==> config.mk <==
export PLATFORM = sky130hd
export DESIGN_NAME = sir_delay
export DESIGN_NICKNAME = d
export VERILOG_FILES = /design/src/rtl/sir_pkg.sv /design/src/rtl/sir_delay.sv
export SDC_FILE = /design/constraint.sdc
export NUM_CORES = 2
export LEC_CHECK = 0
export BUFFER_PORTS_ARGS = -buffer_cell sky130_fd_sc_hd__buf_2
export CORE_ASPECT_RATIO = 0.75
export CORE_MARGIN = 3
export CORE_UTILIZATION = 32
export DETAILED_ROUTE_END_ITERATION = 10
export PLACE_DENSITY = 0.45
export SYNTH_ARGS = -nofsm -noshare
export SYNTH_HDL_FRONTEND = slang
export SYNTH_MEMORY_MAX_BITS = 65536
export SYNTH_SLANG_ARGS = --single-unit
==> constraint.sdc <==
create_clock -name clk_i -period 0.8 [get_ports clk_i]
set_input_delay 0.04 -clock clk_i [delete_from_list [all_inputs] [get_ports clk_i]]
set_output_delay 0.04 -clock clk_i [all_outputs]
set_load 0.02 [all_outputs]
==> src/rtl/sir_pkg.sv <==
// Shared types, widths and latency constants for the sphere impulse response block.
// Used by every module under rtl/. Depends on nothing.
`timescale 1ns / 1ps
`default_nettype none

package sir_pkg;

  localparam int unsigned VelW   = 32;
  localparam int unsigned NormW  = 16;
  localparam int unsigned MassW  = 32;
  localparam int unsigned RestW  = 16;

  localparam logic [RestW-1:0] RestReset = 16'd26214;

  // Mass ratio: Q.20 fraction, up to and including one.
  localparam int unsigned FracW  = 20;
  localparam int unsigned QuotW  = FracW + 1;
  localparam int unsigned DenW   = MassW + 1;
  localparam int unsigned DivLat = QuotW + 1;

  localparam int unsigned MagW   = 36;
  localparam int unsigned ScaleW = 39;
  localparam int unsigned DeltaW = 42;

  localparam int unsigned FrontLat   = 6;
  localparam int unsigned BackLat    = 5;
  localparam int unsigned DelayDepth = 1 + DivLat - FrontLat;
  // Edges from the one that takes a request to the one that takes its result.
  localparam int unsigned ResultLat  = 2 + DivLat + BackLat;

  typedef struct packed {
    logic signed [VelW-1:0]  vel_a_x;
    logic signed [VelW-1:0]  vel_a_y;
    logic signed [VelW-1:0]  vel_a_z;
    logic signed [VelW-1:0]  vel_b_x;
    logic signed [VelW-1:0]  vel_b_y;
    logic signed [VelW-1:0]  vel_b_z;
    logic signed [NormW-1:0] norm_x;
    logic signed [NormW-1:0] norm_y;
    logic signed [NormW-1:0] norm_z;
    logic [MassW-1:0]        mass_a;
    logic [MassW-1:0]        mass_b;
    logic [1:0]              fixed_flags;
  } req_t;

  typedef struct packed {
    logic signed [VelW-1:0] new_a_x;
    logic signed [VelW-1:0] new_a_y;
    logic signed [VelW-1:0] new_a_z;
    logic signed [VelW-1:0] new_b_x;
    logic signed [VelW-1:0] new_b_y;
    logic signed [VelW-1:0] new_b_z;
    logic                   impulse_applied;
    logic                   saturated;
  } res_t;

  // Item state handed from the front stages to the update stages.
  typedef struct packed {
    logic [2:0][VelW-1:0]  va;
    logic [2:0][VelW-1:0]  vb;
    logic [2:0][NormW-1:0] nrm;
    logic [ScaleW-1:0]     scale;
    logic [1:0]            flags;
    logic                  applied;
  } mid_t;

endpackage

`default_nettype wire

==> src/rtl/sir_delay.sv <==
// Delay line that keeps item state and its valid bit level with the divider.
// Depends on sir_pkg.
`timescale 1ns / 1ps
`default_nettype none

module sir_delay #(
  parameter int unsigned Width = $bits(sir_pkg::mid_t),
  parameter int unsigned Depth = sir_pkg::DelayDepth
) (
  input  logic             clk_i,
  input  logic             rst_ni,
  input  logic             valid_i,
  input  logic [Width-1:0] data_i,
  output logic             valid_o,
  output logic [Width-1:0] data_o
);

  logic [Width-1:0] data_q [Depth];
  logic [Depth-1:0] vld_q;

  always_ff @(posedge clk_i or negedge rst_ni) begin
    if (!rst_ni) begin
      vld_q <= '0;
    end else begin
      vld_q[0] <= valid_i;
      for (int k = 1; k < Depth; k++) begin
        vld_q[k] <= vld_q[k-1];
      end
    end
  end

  always_ff @(posedge clk_i) begin
    data_q[0] <= data_i;
    for (int k = 1; k < Depth; k++) begin
      data_q[k] <= data_q[k-1];
    end
  end

  assign valid_o = vld_q[Depth-1];
  assign data_o  = data_q[Depth-1];

endmodule

`default_nettype wire

# Word level (Yosys, flattened, before mapping)
# Memory sizes are Yosys's and may differ from the RTL's.
# Cells that the tools add are included.
word_totals:
  register_bits: 17
  n_memories: 1
  word_cells: 2
  ram_bits: 4794
  inputBits: 285
memory_table:
  columns: ["memory", "depth", "word_bits", "read_ports", "rd_clocked_by_memory_dff", "write_ports", "line", "source"]
  rows:
  - ["data_q", 17, 282, 17, 0, 17, "sir_delay.sv:18", "logic [Width-1:0] data_q [Depth];"]

# Depth between registers and ports, before layout
depth:
  word_depth: 0
  depth_mapped: 1

# Worst setup path after synthesis
# No wires, ideal clock.
synth_path:
  path_type: "register to output"
  start: "register vld_q[16]"
  end: "output port valid_o"
  path_buffers: 0
  arrival_time_ns: 0.416
  path_slack_ns: 0.344
  path_stages_with_launch: 1
  path_cell_list: "dfrtp_1"
synth_lines:
  columns: ["element", "line", "source"]
  rows:
  - ["start, declared", "sir_delay.sv:19", "logic [Depth-1:0] vld_q;"]
  - ["start signal, assigned by index", "sir_delay.sv:27", "vld_q[k] <= vld_q[k-1];"]
  - ["end, declared", "sir_delay.sv:14", "output logic valid_o,"]
# No word-level cell between the ends.

# Final worst setup path
layout_path:
  start: "register vld_q[16]"
  end: "output port valid_o"
# No word-level cell between the ends.

==> flow_summary.json <==
{
  "fin_worst_hold_slack_ns": 0.176,
  "port-buffer-count": 567,
  "initial_core_util_pct": 32.3,
  "fin_nets": 6656,
  "grt_pass1_vias": 35800,
  "slowest_stage": "dfrtp_1",
  "setup_viol": 283,
  "p_total_mw": 465,
  "synth-compound-area-share_pct": 0,
  "yosys.area_share.simple_pct": 0,
  "startpoint_type": "register",
  "drtAntennaViolNets": 0,
  "postCtsSetupRepairBufs": 0,
  "firstDrtPassIters": 4,
  "critical_path.endpoint": "valid_o",
  "synthCells": 5093,
  "layout_setup_ws_ns": -0.619,
  "fin_crit_ns": 1.42,
  "hold_class": "primary input to asynchronous set/reset pin",
  "clkTransAtPathRegs_ns": 0.06,
  "wire_per_inst_um": 10.8,
  "swShare_pct": 19.1,
  "synth_xor_area_share_pct": 0,
  "multi_input_gates": 0,
  "p_switching_mw": 89.0,
  "cts_tree": "done",
  "powerDensity_mw_per_mm2": 3670,
  "drc": 0,
  "worstPathArrival_ns": 1.38,
  "layout_common_cells": "4,512 x dfxtp_1, 568 x dlygate4sd3_1, 429 x clkbuf_16",
  "timing.critical_path.buf_inv": 1,
  "die_area_mm2": 0.315,
  "num-fill-cells": 27100,
  "crit_path_cell_trace": "buf_6",
  "synth.distinct_cells": 3,
  "maxCapViolCount": 0,
  "area_growth_pct": 28.5,
  "std_cell_rows": 175,
  "grt_pass1_wl_um": 183000,
  "ir_drop_mv": 2.06,
  "rsz0062_at_grt": "true",
  "regArea_mm2": 0.0968,
  "die_h_um": 487,
  "synth_top_family_by_area": "buffers and inverters",
  "status": "complete, but fails checks",
  "finalCoreUtilization_pct": 41.5,
  "drive_above_1_share_pct": 22.9,
  "muxShareOfSynthArea_pct": 0,
  "drtIter0Drc": 1240,
  "grt_start_max_net_pins": 18,
  "leakagePower_nw": 53.0,
  "antenna_found_initial": 8,
  "rrSetupSlack_ns": 0.23,
  "die_x_um": 647,
  "final_common_cell": "dfxtp_1",
  "multi_input_area_um2": 0,
  "hold_violations": 0,
  "worstSetupEndpointType": "primary output",
  "crit_fanout": 1,
  "seqPwrFrac_pct": 55.0,
  "path_class": "register to primary output",
  "path_depth": 1,
  "postSynthAreaPerCell_um2": 19.3,
  "yosys_warnings": 0,
  "synth_area_mm2": 0.0985,
  "reg2reg_from": "data_q[0][4009]$_DFF_P_",
  "clockPowerShare_pct": 43.8,
  "ys_seq_area_share_pct": 97.9,
  "synth_seq_cells": 4811,
  "clock-root-buffer": "clkbuf_16",
  "vias": 35200,
  "drv_slew": 0,
  "clk_path_buf_depth": 4,
  "violations": "negative setup slack",
  "routabilityCongestion": 0.659,
  "clk_latency_ns": 0.86,
  "coreArea_mm2": 0.305,
  "period_share_pct": 177,
  "vias_per_cell": 3.26,
  "p_int_mw": 376,
  "r2r_cells": 0,
  "grt.total_usage_pct": 7.34,
  "ios": 568,
  "combPwrFrac_pct": 1.2,
  "synth_fp_nets": 5378,
  "slew_headroom_pct": 73.6,
  "cts_made_buffers": 423,
  "critical_path.top_delay_family": "flip-flops",
  "routed_wirelength_um": 117000,
  "cts_sinks": 4811,
  "rr_endpoint": "data_q[0][4291]$_DFF_P_",
  "tightest_slew_ns": 0.396,
  "skew_ns": 0.0324,
  "globalRouteOverflowTotal": 0,
  "max_freq_ghz": 0.705,
  "hpwl_um": 63400,
  "slowest_delay_ns": 0.38,
  "cts.htree.levels": 5,
  "cp-startpoint": "vld_q[16]$_DFF_PN0_",
  "crit_required_ns": 0.76,
  "post_synth_fa_ha_maj_area_fraction_pct": 0
}
-- sequential cells by signal (all words and copies together) (netlist names) --
signal / cells
vld_q: 17
data_q: 4794
-- cell type report --
cell class | count | share of cell area (%)
antenna | 2 | 0.00395
clock buffer | 607 | 9.77
tap | 4071 | 4.02
timing repair buffer | 1135 | 8.13
sequential | 4811 | 76.4
clock inverter | 160 | 1.67
-- Yosys cell counts --
| master | instances | area, um^2 |
|---|---|---|
| buf_4 | 282 | 2120 |
| dfxtp_1 | 4794 | 96000 |
| dfrtp_1 | 17 | 425 |
-- layer usage --
metal  track usage (%)  share of wire, %
met3              2.33               6.0
met2              12.5                48
met1              8.12                41
met5                 0                 0
met4              3.95               4.4
-- how the worst min path moves through the flow --
stage | end | start
after global placement | vld_q[0]$_DFF_PN0_ | rst_ni
after floorplan | vld_q[0]$_DFF_PN0_ | rst_ni
after global routing | vld_q[0]$_DFF_PN0_ | rst_ni
final | vld_q[0]$_DFF_PN0_ | rst_ni
after CTS | data_q[0][42]$_DFF_P_ | data_i[42]
after detailed placement | vld_q[16]$_DFF_PN0_ | rst_ni
-- per-stage QoR --
| step | cells | setup TNS [ns] | setup slack, ns | cell area [um^2] |
|---|---|---|---|---|
| final | 10800 | -151.14 | -0.619 | 127000 |
| after floorplan | 5093 | 0 | 0.344 | 98500 |
| after detailed placement | 9449 | 0 | 0.131 | 104000 |
| after CTS | 10800 | -189.45 | -0.755 | 127000 |
| after global routing | 10800 | -186.50 | -0.742 | 127000 |
| after global placement | 9449 | 0 | 0.121 | 104000 |
-- power by group through the flow --
stage          clock (mW)  combinational, mW  sequential (mW)
2_1_floorplan           0               2.04              259
3_3_place_gp            0               2.80              261
3_5_place_dp            0               2.78              261
4_1_cts               212               5.75              256
5_1_grt               222               6.04              257
6_report              203               5.68              256
-- repair_timing --
| action | 4_1_cts | 5_1_grt |
|---|---|---|
| gates cloned | 0 | 0 |
| hold endpoints to repair | 300 | 17 |
| endpoints found under the setup margin | 283 | 300 |
| gates resized for setup | 847 | 1 |
| hold buffers | 568 | 1 |
-- cell families (layout without fill, tap and decap cells) --
logic type / after synthesis / count (layout)
flops: 4811 / 4811
buf+inv: 282 / 1902
other cells: 0 / 2
No activity file was read; power rests on OpenSTA's default activity.
