`config.mk`:
```
export PLATFORM = sky130hd
export DESIGN_NAME = sir_divider
export DESIGN_NICKNAME = d
export VERILOG_FILES = /design/src/rtl/sir_pkg.sv /design/src/rtl/sir_divider.sv
export SDC_FILE = /design/constraint.sdc
export NUM_CORES = 2
export LEC_CHECK = 0
export ABC_CLOCK_PERIOD_IN_PS = 3730
export BUFFER_PORTS_ARGS = -buffer_cell sky130_fd_sc_hd__buf_2
export CAP_MARGIN = 30
export CORE_MARGIN = 3
export CORE_UTILIZATION = 50
export DETAILED_ROUTE_END_ITERATION = 10
export GPL_TIMING_DRIVEN = 0
export PLACE_DENSITY_LB_ADDON = 0.05
export SLEW_MARGIN = 40
export SYNTH_ARGS = -nofsm -noshare
export SYNTH_HDL_FRONTEND = slang
export SYNTH_SLANG_ARGS = --single-unit
```
`constraint.sdc`:
```
create_clock -name clk_i -period 3.73 [get_ports clk_i]
set_clock_uncertainty 0.2 [all_clocks]
set_input_delay 0.5595 -clock clk_i [delete_from_list [all_inputs] [get_ports clk_i]]
set_output_delay 0.5595 -clock clk_i [all_outputs]
set_load 0.02 [all_outputs]
```
`src/rtl/sir_pkg.sv`:
```
// Shared types, widths and latency constants for the sphere impulse response block.
// Used by every module under rtl/. Depends on nothing.
`timescale 1ns / 1ps
`default_nettype none

package sir_pkg;

  localparam int unsigned VelW   = 32;
  localparam int unsigned NormW  = 16;
  localparam int unsigned MassW  = 32;
  localparam int unsigned RestW  = 16;

  localparam logic [RestW-1:0] RestReset = 16'd26214;

  // Mass ratio: Q.20 fraction, up to and including one.
  localparam int unsigned FracW  = 20;
  localparam int unsigned QuotW  = FracW + 1;
  localparam int unsigned DenW   = MassW + 1;
  localparam int unsigned DivLat = QuotW + 1;

  localparam int unsigned MagW   = 36;
  localparam int unsigned ScaleW = 39;
  localparam int unsigned DeltaW = 42;

  localparam int unsigned FrontLat   = 6;
  localparam int unsigned BackLat    = 5;
  localparam int unsigned DelayDepth = 1 + DivLat - FrontLat;
  // Edges from the one that takes a request to the one that takes its result.
  localparam int unsigned ResultLat  = 2 + DivLat + BackLat;

  typedef struct packed {
    logic signed [VelW-1:0]  vel_a_x;
    logic signed [VelW-1:0]  vel_a_y;
    logic signed [VelW-1:0]  vel_a_z;
    logic signed [VelW-1:0]  vel_b_x;
    logic signed [VelW-1:0]  vel_b_y;
    logic signed [VelW-1:0]  vel_b_z;
    logic signed [NormW-1:0] norm_x;
    logic signed [NormW-1:0] norm_y;
    logic signed [NormW-1:0] norm_z;
    logic [MassW-1:0]        mass_a;
    logic [MassW-1:0]        mass_b;
    logic [1:0]              fixed_flags;
  } req_t;

  typedef struct packed {
    logic signed [VelW-1:0] new_a_x;
    logic signed [VelW-1:0] new_a_y;
    logic signed [VelW-1:0] new_a_z;
    logic signed [VelW-1:0] new_b_x;
    logic signed [VelW-1:0] new_b_y;
    logic signed [VelW-1:0] new_b_z;
    logic                   impulse_applied;
    logic                   saturated;
  } res_t;

  // Item state handed from the front stages to the update stages.
  typedef struct packed {
    logic [2:0][VelW-1:0]  va;
    logic [2:0][VelW-1:0]  vb;
    logic [2:0][NormW-1:0] nrm;
    logic [ScaleW-1:0]     scale;
    logic [1:0]            flags;
    logic                  applied;
  } mid_t;

endpackage

`default_nettype wire

```
`src/rtl/sir_divider.sv`:
```
// Pipelined restoring divider for the Q.20 mass ratio, one quotient bit per stage.
// Depends on sir_pkg.
`timescale 1ns / 1ps
`default_nettype none

module sir_divider (
  input  logic                        clk_i,
  input  logic                        rst_ni,
  input  logic                        valid_i,
  input  logic [sir_pkg::MassW-1:0]   num_i,
  input  logic [sir_pkg::DenW-1:0]    den_i,
  output logic                        valid_o,
  output logic [sir_pkg::QuotW-1:0]   quo_o
);

  localparam int unsigned QW = sir_pkg::QuotW;
  localparam int unsigned DW = sir_pkg::DenW;
  localparam int unsigned NW = sir_pkg::MassW + sir_pkg::FracW + 1;

  logic [NW-1:0] dividend;

  logic [DW-1:0] rem_q  [QW+1];
  logic [QW-1:0] low_q  [QW+1];
  logic [QW-1:0] quo_q  [QW+1];
  logic [DW-1:0] den_q  [QW+1];
  logic          zero_q [QW+1];
  logic [QW:0]   vld_q;

  // Rounded dividend: num * 2^20 + den / 2.
  assign dividend = NW'({num_i, sir_pkg::FracW'(0)}) + NW'(den_i >> 1);

  always_ff @(posedge clk_i or negedge rst_ni) begin
    if (!rst_ni) begin
      vld_q <= '0;
    end else begin
      vld_q <= {vld_q[QW-1:0], valid_i};
    end
  end

  always_ff @(posedge clk_i) begin
    rem_q[0]  <= DW'(dividend[NW-1:QW]);
    low_q[0]  <= dividend[QW-1:0];
    quo_q[0]  <= '0;
    den_q[0]  <= den_i;
    zero_q[0] <= (den_i == '0);
  end

  for (genvar j = 1; j <= QW; j++) begin : g_step
    logic [DW:0] trial;
    logic        ge;

    always_comb begin
      trial = {rem_q[j-1], low_q[j-1][QW-j]};
      ge    = (trial >= {1'b0, den_q[j-1]});
    end

    always_ff @(posedge clk_i) begin
      rem_q[j]  <= ge ? DW'(trial - {1'b0, den_q[j-1]}) : DW'(trial);
      low_q[j]  <= low_q[j-1];
      quo_q[j]  <= {quo_q[j-1][QW-2:0], ge};
      den_q[j]  <= den_q[j-1];
      zero_q[j] <= zero_q[j-1];
    end
  end

  // Two massless bodies share the impulse equally.
  assign quo_o   = zero_q[QW] ? QW'(1 << (sir_pkg::FracW - 1)) : quo_q[QW];
  assign valid_o = vld_q[QW];

endmodule

`default_nettype wire

```
# Word-level counts from Yosys, hierarchy flattened
# Memory sizes are Yosys's and may differ from the RTL's.
# Cells that the tools add are included.
dict set report totals {
  word_cells 72
  input_bits 68
  output_inout_bits 22
  memories 5
  regBits 22
  ram_bits 2398
}
# name depth word_bits read_ports rd_clocked_by_memory_dff write_ports line
set mem_list {}
lappend mem_list {den_q 22 33 21 0 22 sir_divider.sv:25} ;# logic [DW-1:0] den_q [QW+1];
lappend mem_list {rem_q 22 33 21 0 22 sir_divider.sv:22} ;# logic [DW-1:0] rem_q [QW+1];
lappend mem_list {low_q 22 21 21 0 22 sir_divider.sv:23} ;# logic [QW-1:0] low_q [QW+1];
lappend mem_list {quo_q 22 21 22 0 22 sir_divider.sv:24} ;# logic [QW-1:0] quo_q [QW+1];
lappend mem_list {zero_q 22 1 22 0 22 sir_divider.sv:26} ;# logic zero_q [QW+1];
dict set report classes {
  add_sub_neg 22
  n_lt_le_gt_ge 21
  n_mux 22
  reduce_logical 1
}
# op n
set op_table {}
lappend op_table {{$ge 34x33->1} 21}
lappend op_table {{$mux 33} 21}
lappend op_table {{$sub 33x33->33} 21}
lappend op_table {{$add 52x32->53} 1}
lappend op_table {{$logic_not 33->1} 1}
lappend op_table {{$mux 21} 1}

# Logic depth before layout (Yosys ltp)
dict set report logic_depth {
  ltp_word 2
  mapped_depth 17
  depth_no_buf 15
}

# Least setup slack after synthesis
# No wires, ideal clock.
dict set report synth_timing {
  path_kind {reg2reg}
  from {memory den_q[1][109] (netlist name)}
  to {memory rem_q[1][141] (netlist name)}
  path_buffers 2
  required_time_ns 3.409
  setup_time_ns 0.121
  t_arrival_ns 3.239
  slack_ns 0.170
  path_stages_with_launch 16
  period_less_slack_ns 3.560
  path_cell_list {dfxtp_1 inv_1 ha_1 inv_1 fa_1 a21o_1 a21o_1 a2111oi_1 o21ai_0 nand3_1 a31oi_1 a31o_2 a21bo_2 buf_2 buf_6 mux2_2}
}
# element line
set synth_lines {}
lappend synth_lines {{start, declared} sir_divider.sv:25}
lappend synth_lines {{end, declared} sir_divider.sv:22}

==> flow_summary.yaml <==
outcome:
  status: "complete, but fails checks"
  violations: "negative setup slack"
min_path:
  hold_path_class: "input port to async pin"
sta:
  min_period_ns: 3.77
  fmax_mhz: 265
  worst_slack_ns: -0.0447
  slew_headroom_pct: 44.3
  slew_viol_final: 0
  rsz0062_at_grt: "yes"
  fin_crit_sh_pct: 101
  setup_viol: 4
  tightest_slew_ns: 0.829
  hold_viol: 0
  whs_ns: 0.0637
logic_synthesis:
  synth_edf_count: 0
  synth_seq_area_share_pct: 42.8
  yosys.area.top_type_share_pct: 42.1
  syn_nets: 9386
  synthDistinctLibCells: 94
  syn_area_um2: 77900
  syn_inst: 8592
  yosysMostFrequentCell: "dfxtp_1"
  yosysTopAreaCell: "dfxtp_1"
  ys.flop_type: "dfxtp_1"
  async_reset_ff_share_pct: 1.32
  ys_seq_elements: 1661
  yosys-top-cells-area: "dfxtp_1 42%, ha_1 11%, a21oi_1 5.4%"
  ys_top_cells_by_count: "1,639 x dfxtp_1, 878 x inv_1, 841 x a21oi_1, 705 x ha_1, 607 x nand2_1"
  syn_avg_cell_area_um2: 9.07
  yosysWarningCount: 0
pwr:
  p_leak_nw: 42.2
  peakVddDrop_v: 0.000543
  powerDensity_nw_per_um2: 1010
drt:
  drtIter0Drc: 4136
  routed_via_density: 5.43
  drt_pass1_iterations: 6
  post-route-drc-count: 0
  ant_nets: 0
  vias: 61024
  wl_um: 210000
  wire_per_inst_um: 18.6
floorplan:
  coreArea_um2: 154000
  start_util_pct: 50.5
  io-pin-count: 90
  die_area_um2: 161000
  die_x_um: 401
  dieHeight_um: 401
  num_rows: 144
clock_network:
  cts_root_buffer: "clkbuf_16"
  cts_tree: "yes"
  clock_sinks: 1661
  h-tree-depth: 4
  clock_latency_ns: 0.79
  clkTransAtPathRegs_ns: 0.06
  cts_max_path_buffers: 3
  numCtsBuffers: 172
global_route:
  grtUsageTotal_pct: 25.2
  grt_pass1_vias: 59061
  grt_remaining_overflow: 0
  antenna_found_initial: 4
  grt_max_degree: 23
  grt_pass1_wl_um: 324000
critical_path:
  start_kind: "flip-flop"
  crit_chain: "inv_4 > ha_4 > inv_2 > fa_2 > a21o_1 > a21oi_4 > o21bai_1 > a221o_1 > o31ai_4 > o31a_1 > o31ai_4 > a2111oi_4 > buf_6 > buf_12 > mux2_4"
  path_buf_inv: 4
  endpoint_kind: "flip-flop"
  cpPeakStageDelay_ns: 0.42
  timing_worst_setup_path_type: "flip-flop to flip-flop"
  critical_path_required_ns: 4.19
  r2r_start: "den_q[1][13]$_DFF_P_"
  cp_slowest_cell: "a2111oi_4"
  critPathTopFamily: "compound AO/OA/AOI/OAI gates"
  cp-startpoint: "den_q[1][13]$_DFF_P_"
  crit_fanout: 5
  reg2reg_slack_ns: -0.04
  path_common_cell: "o31ai_4"
  crit_arrival_ns: 4.24
placement:
  dpl.hpwl_um: 163000
  gp_congestion: 0.914
  io_buffer_count: 89
finish:
  syn_to_final_growth_pct: 17.0
  final_util_pct: 59.1
  num-nets-final: 9841
  layout-drive-gt1-share_pct: 12.1
run:
  timing.max_cap.violations: 0
path summary, 6_finish.rpt:
kind | depth (start not counted) | endpoint
hold reg to reg | 0 | quo_q[2][79]$_DFF_P_
max in group asynchronous | 2 | vld_q[3]$_DFF_PN0_
setup reg to reg | 15 | rem_q[1][34]$_DFF_P_
min in group clk_i | 0 | quo_q[2][79]$_DFF_P_
hold / removal | 2 | vld_q[12]$_DFF_PN0_
setup / recovery | 15 | rem_q[1][34]$_DFF_P_
cell usage in the layout (no fill, tap or decap), types with 125 or more instances in the layout:
cell type	Yosys	routed
clkbuf_16	0	180
mux2_2	168	165
ha_1	705	697
a21o_1	401	401
a21oi_1	841	783
dfxtp_1	1639	1625
o21ai_0	533	480
xnor2_1	362	362
nand3_1	140	139
nand2_1	607	577
clkbuf_1	163	137
o21bai_1	130	125
inv_1	878	867
nor2_1	568	560
xor2_1	240	240
power by group:
part | total [mW] | internal, mW | switching, mW
Combinational | 47.7 | 20.8 | 26.9
Sequential | 27.0 | 23.5 | 3.48
Clock | 17.8 | 10.6 | 7.26
state kept, by name (all words and copies together), names as in the netlist:
name    flops
rem_q     692
den_q     693
vld_q      22
low_q       1
zero_q     22
quo_q     231
timing repair:
action                                 CTS  global route
setup endpoints to repair              674           630
buffers inserted                        59            50
pin swaps                               44           103
gates cloned                             1             4
hold buffers                            83             0
endpoints found under the hold margin   90             0
resized for setup                      323           355
per-layer routing:
layer	vias up	wire length, um	GRT usage (%)
met5	-	7	0
met4	2	4220	5.95
met3	314	11400	4.69
met2	1355	95300	40.9
met1	28689	98700	34.6
li1	30664	-	-
through the flow:
stage	cells	setup TNS (ns)	setup WS [ns]	area, um2	power [mW]
after floorplan	8592	0	0.170	77900	58.3
after global placement	10725	-372.82	-1.26	80900	69.3
after detailed placement	10728	-348.02	-1.06	81000	69.6
after CTS	11186	-0.557	-0.0824	89500	90.3
after global routing	11236	-3.72	-0.148	91200	99.2
final	11239	-0.117	-0.0447	91200	92.5
layout make-up:
cell class | instances | area (um2)
fillers | 13595 | 63200
multi-input cells | 5833 | 42200
flip-flops and latches | 1661 | 33400
clock buffers | 248 | 5000
inverters | 880 | 3320
repair buffers | 289 | 2360
plain buffers | 210 | 1340
diodes | 3 | 7.51
well taps | 2044 | 2560
clock inverters | 71 | 1030
cell families (layout without fill, tap and decap cells):
logic type | count (synthesis) | in the layout | synth area share [%]
mux | 177 | 177 | 2.54
other cells | 0 | 3 | 0
fa+ha+maj | 726 | 726 | 11.9
compound gates | 2423 | 2423 | 19.3
xor+xnor | 602 | 602 | 6.77
buf+inv | 1098 | 1698 | 5.39
simple gates | 1905 | 1905 | 11.3
flops | 1661 | 1661 | 42.8
No activity file was read; power rests on OpenSTA's default activity.
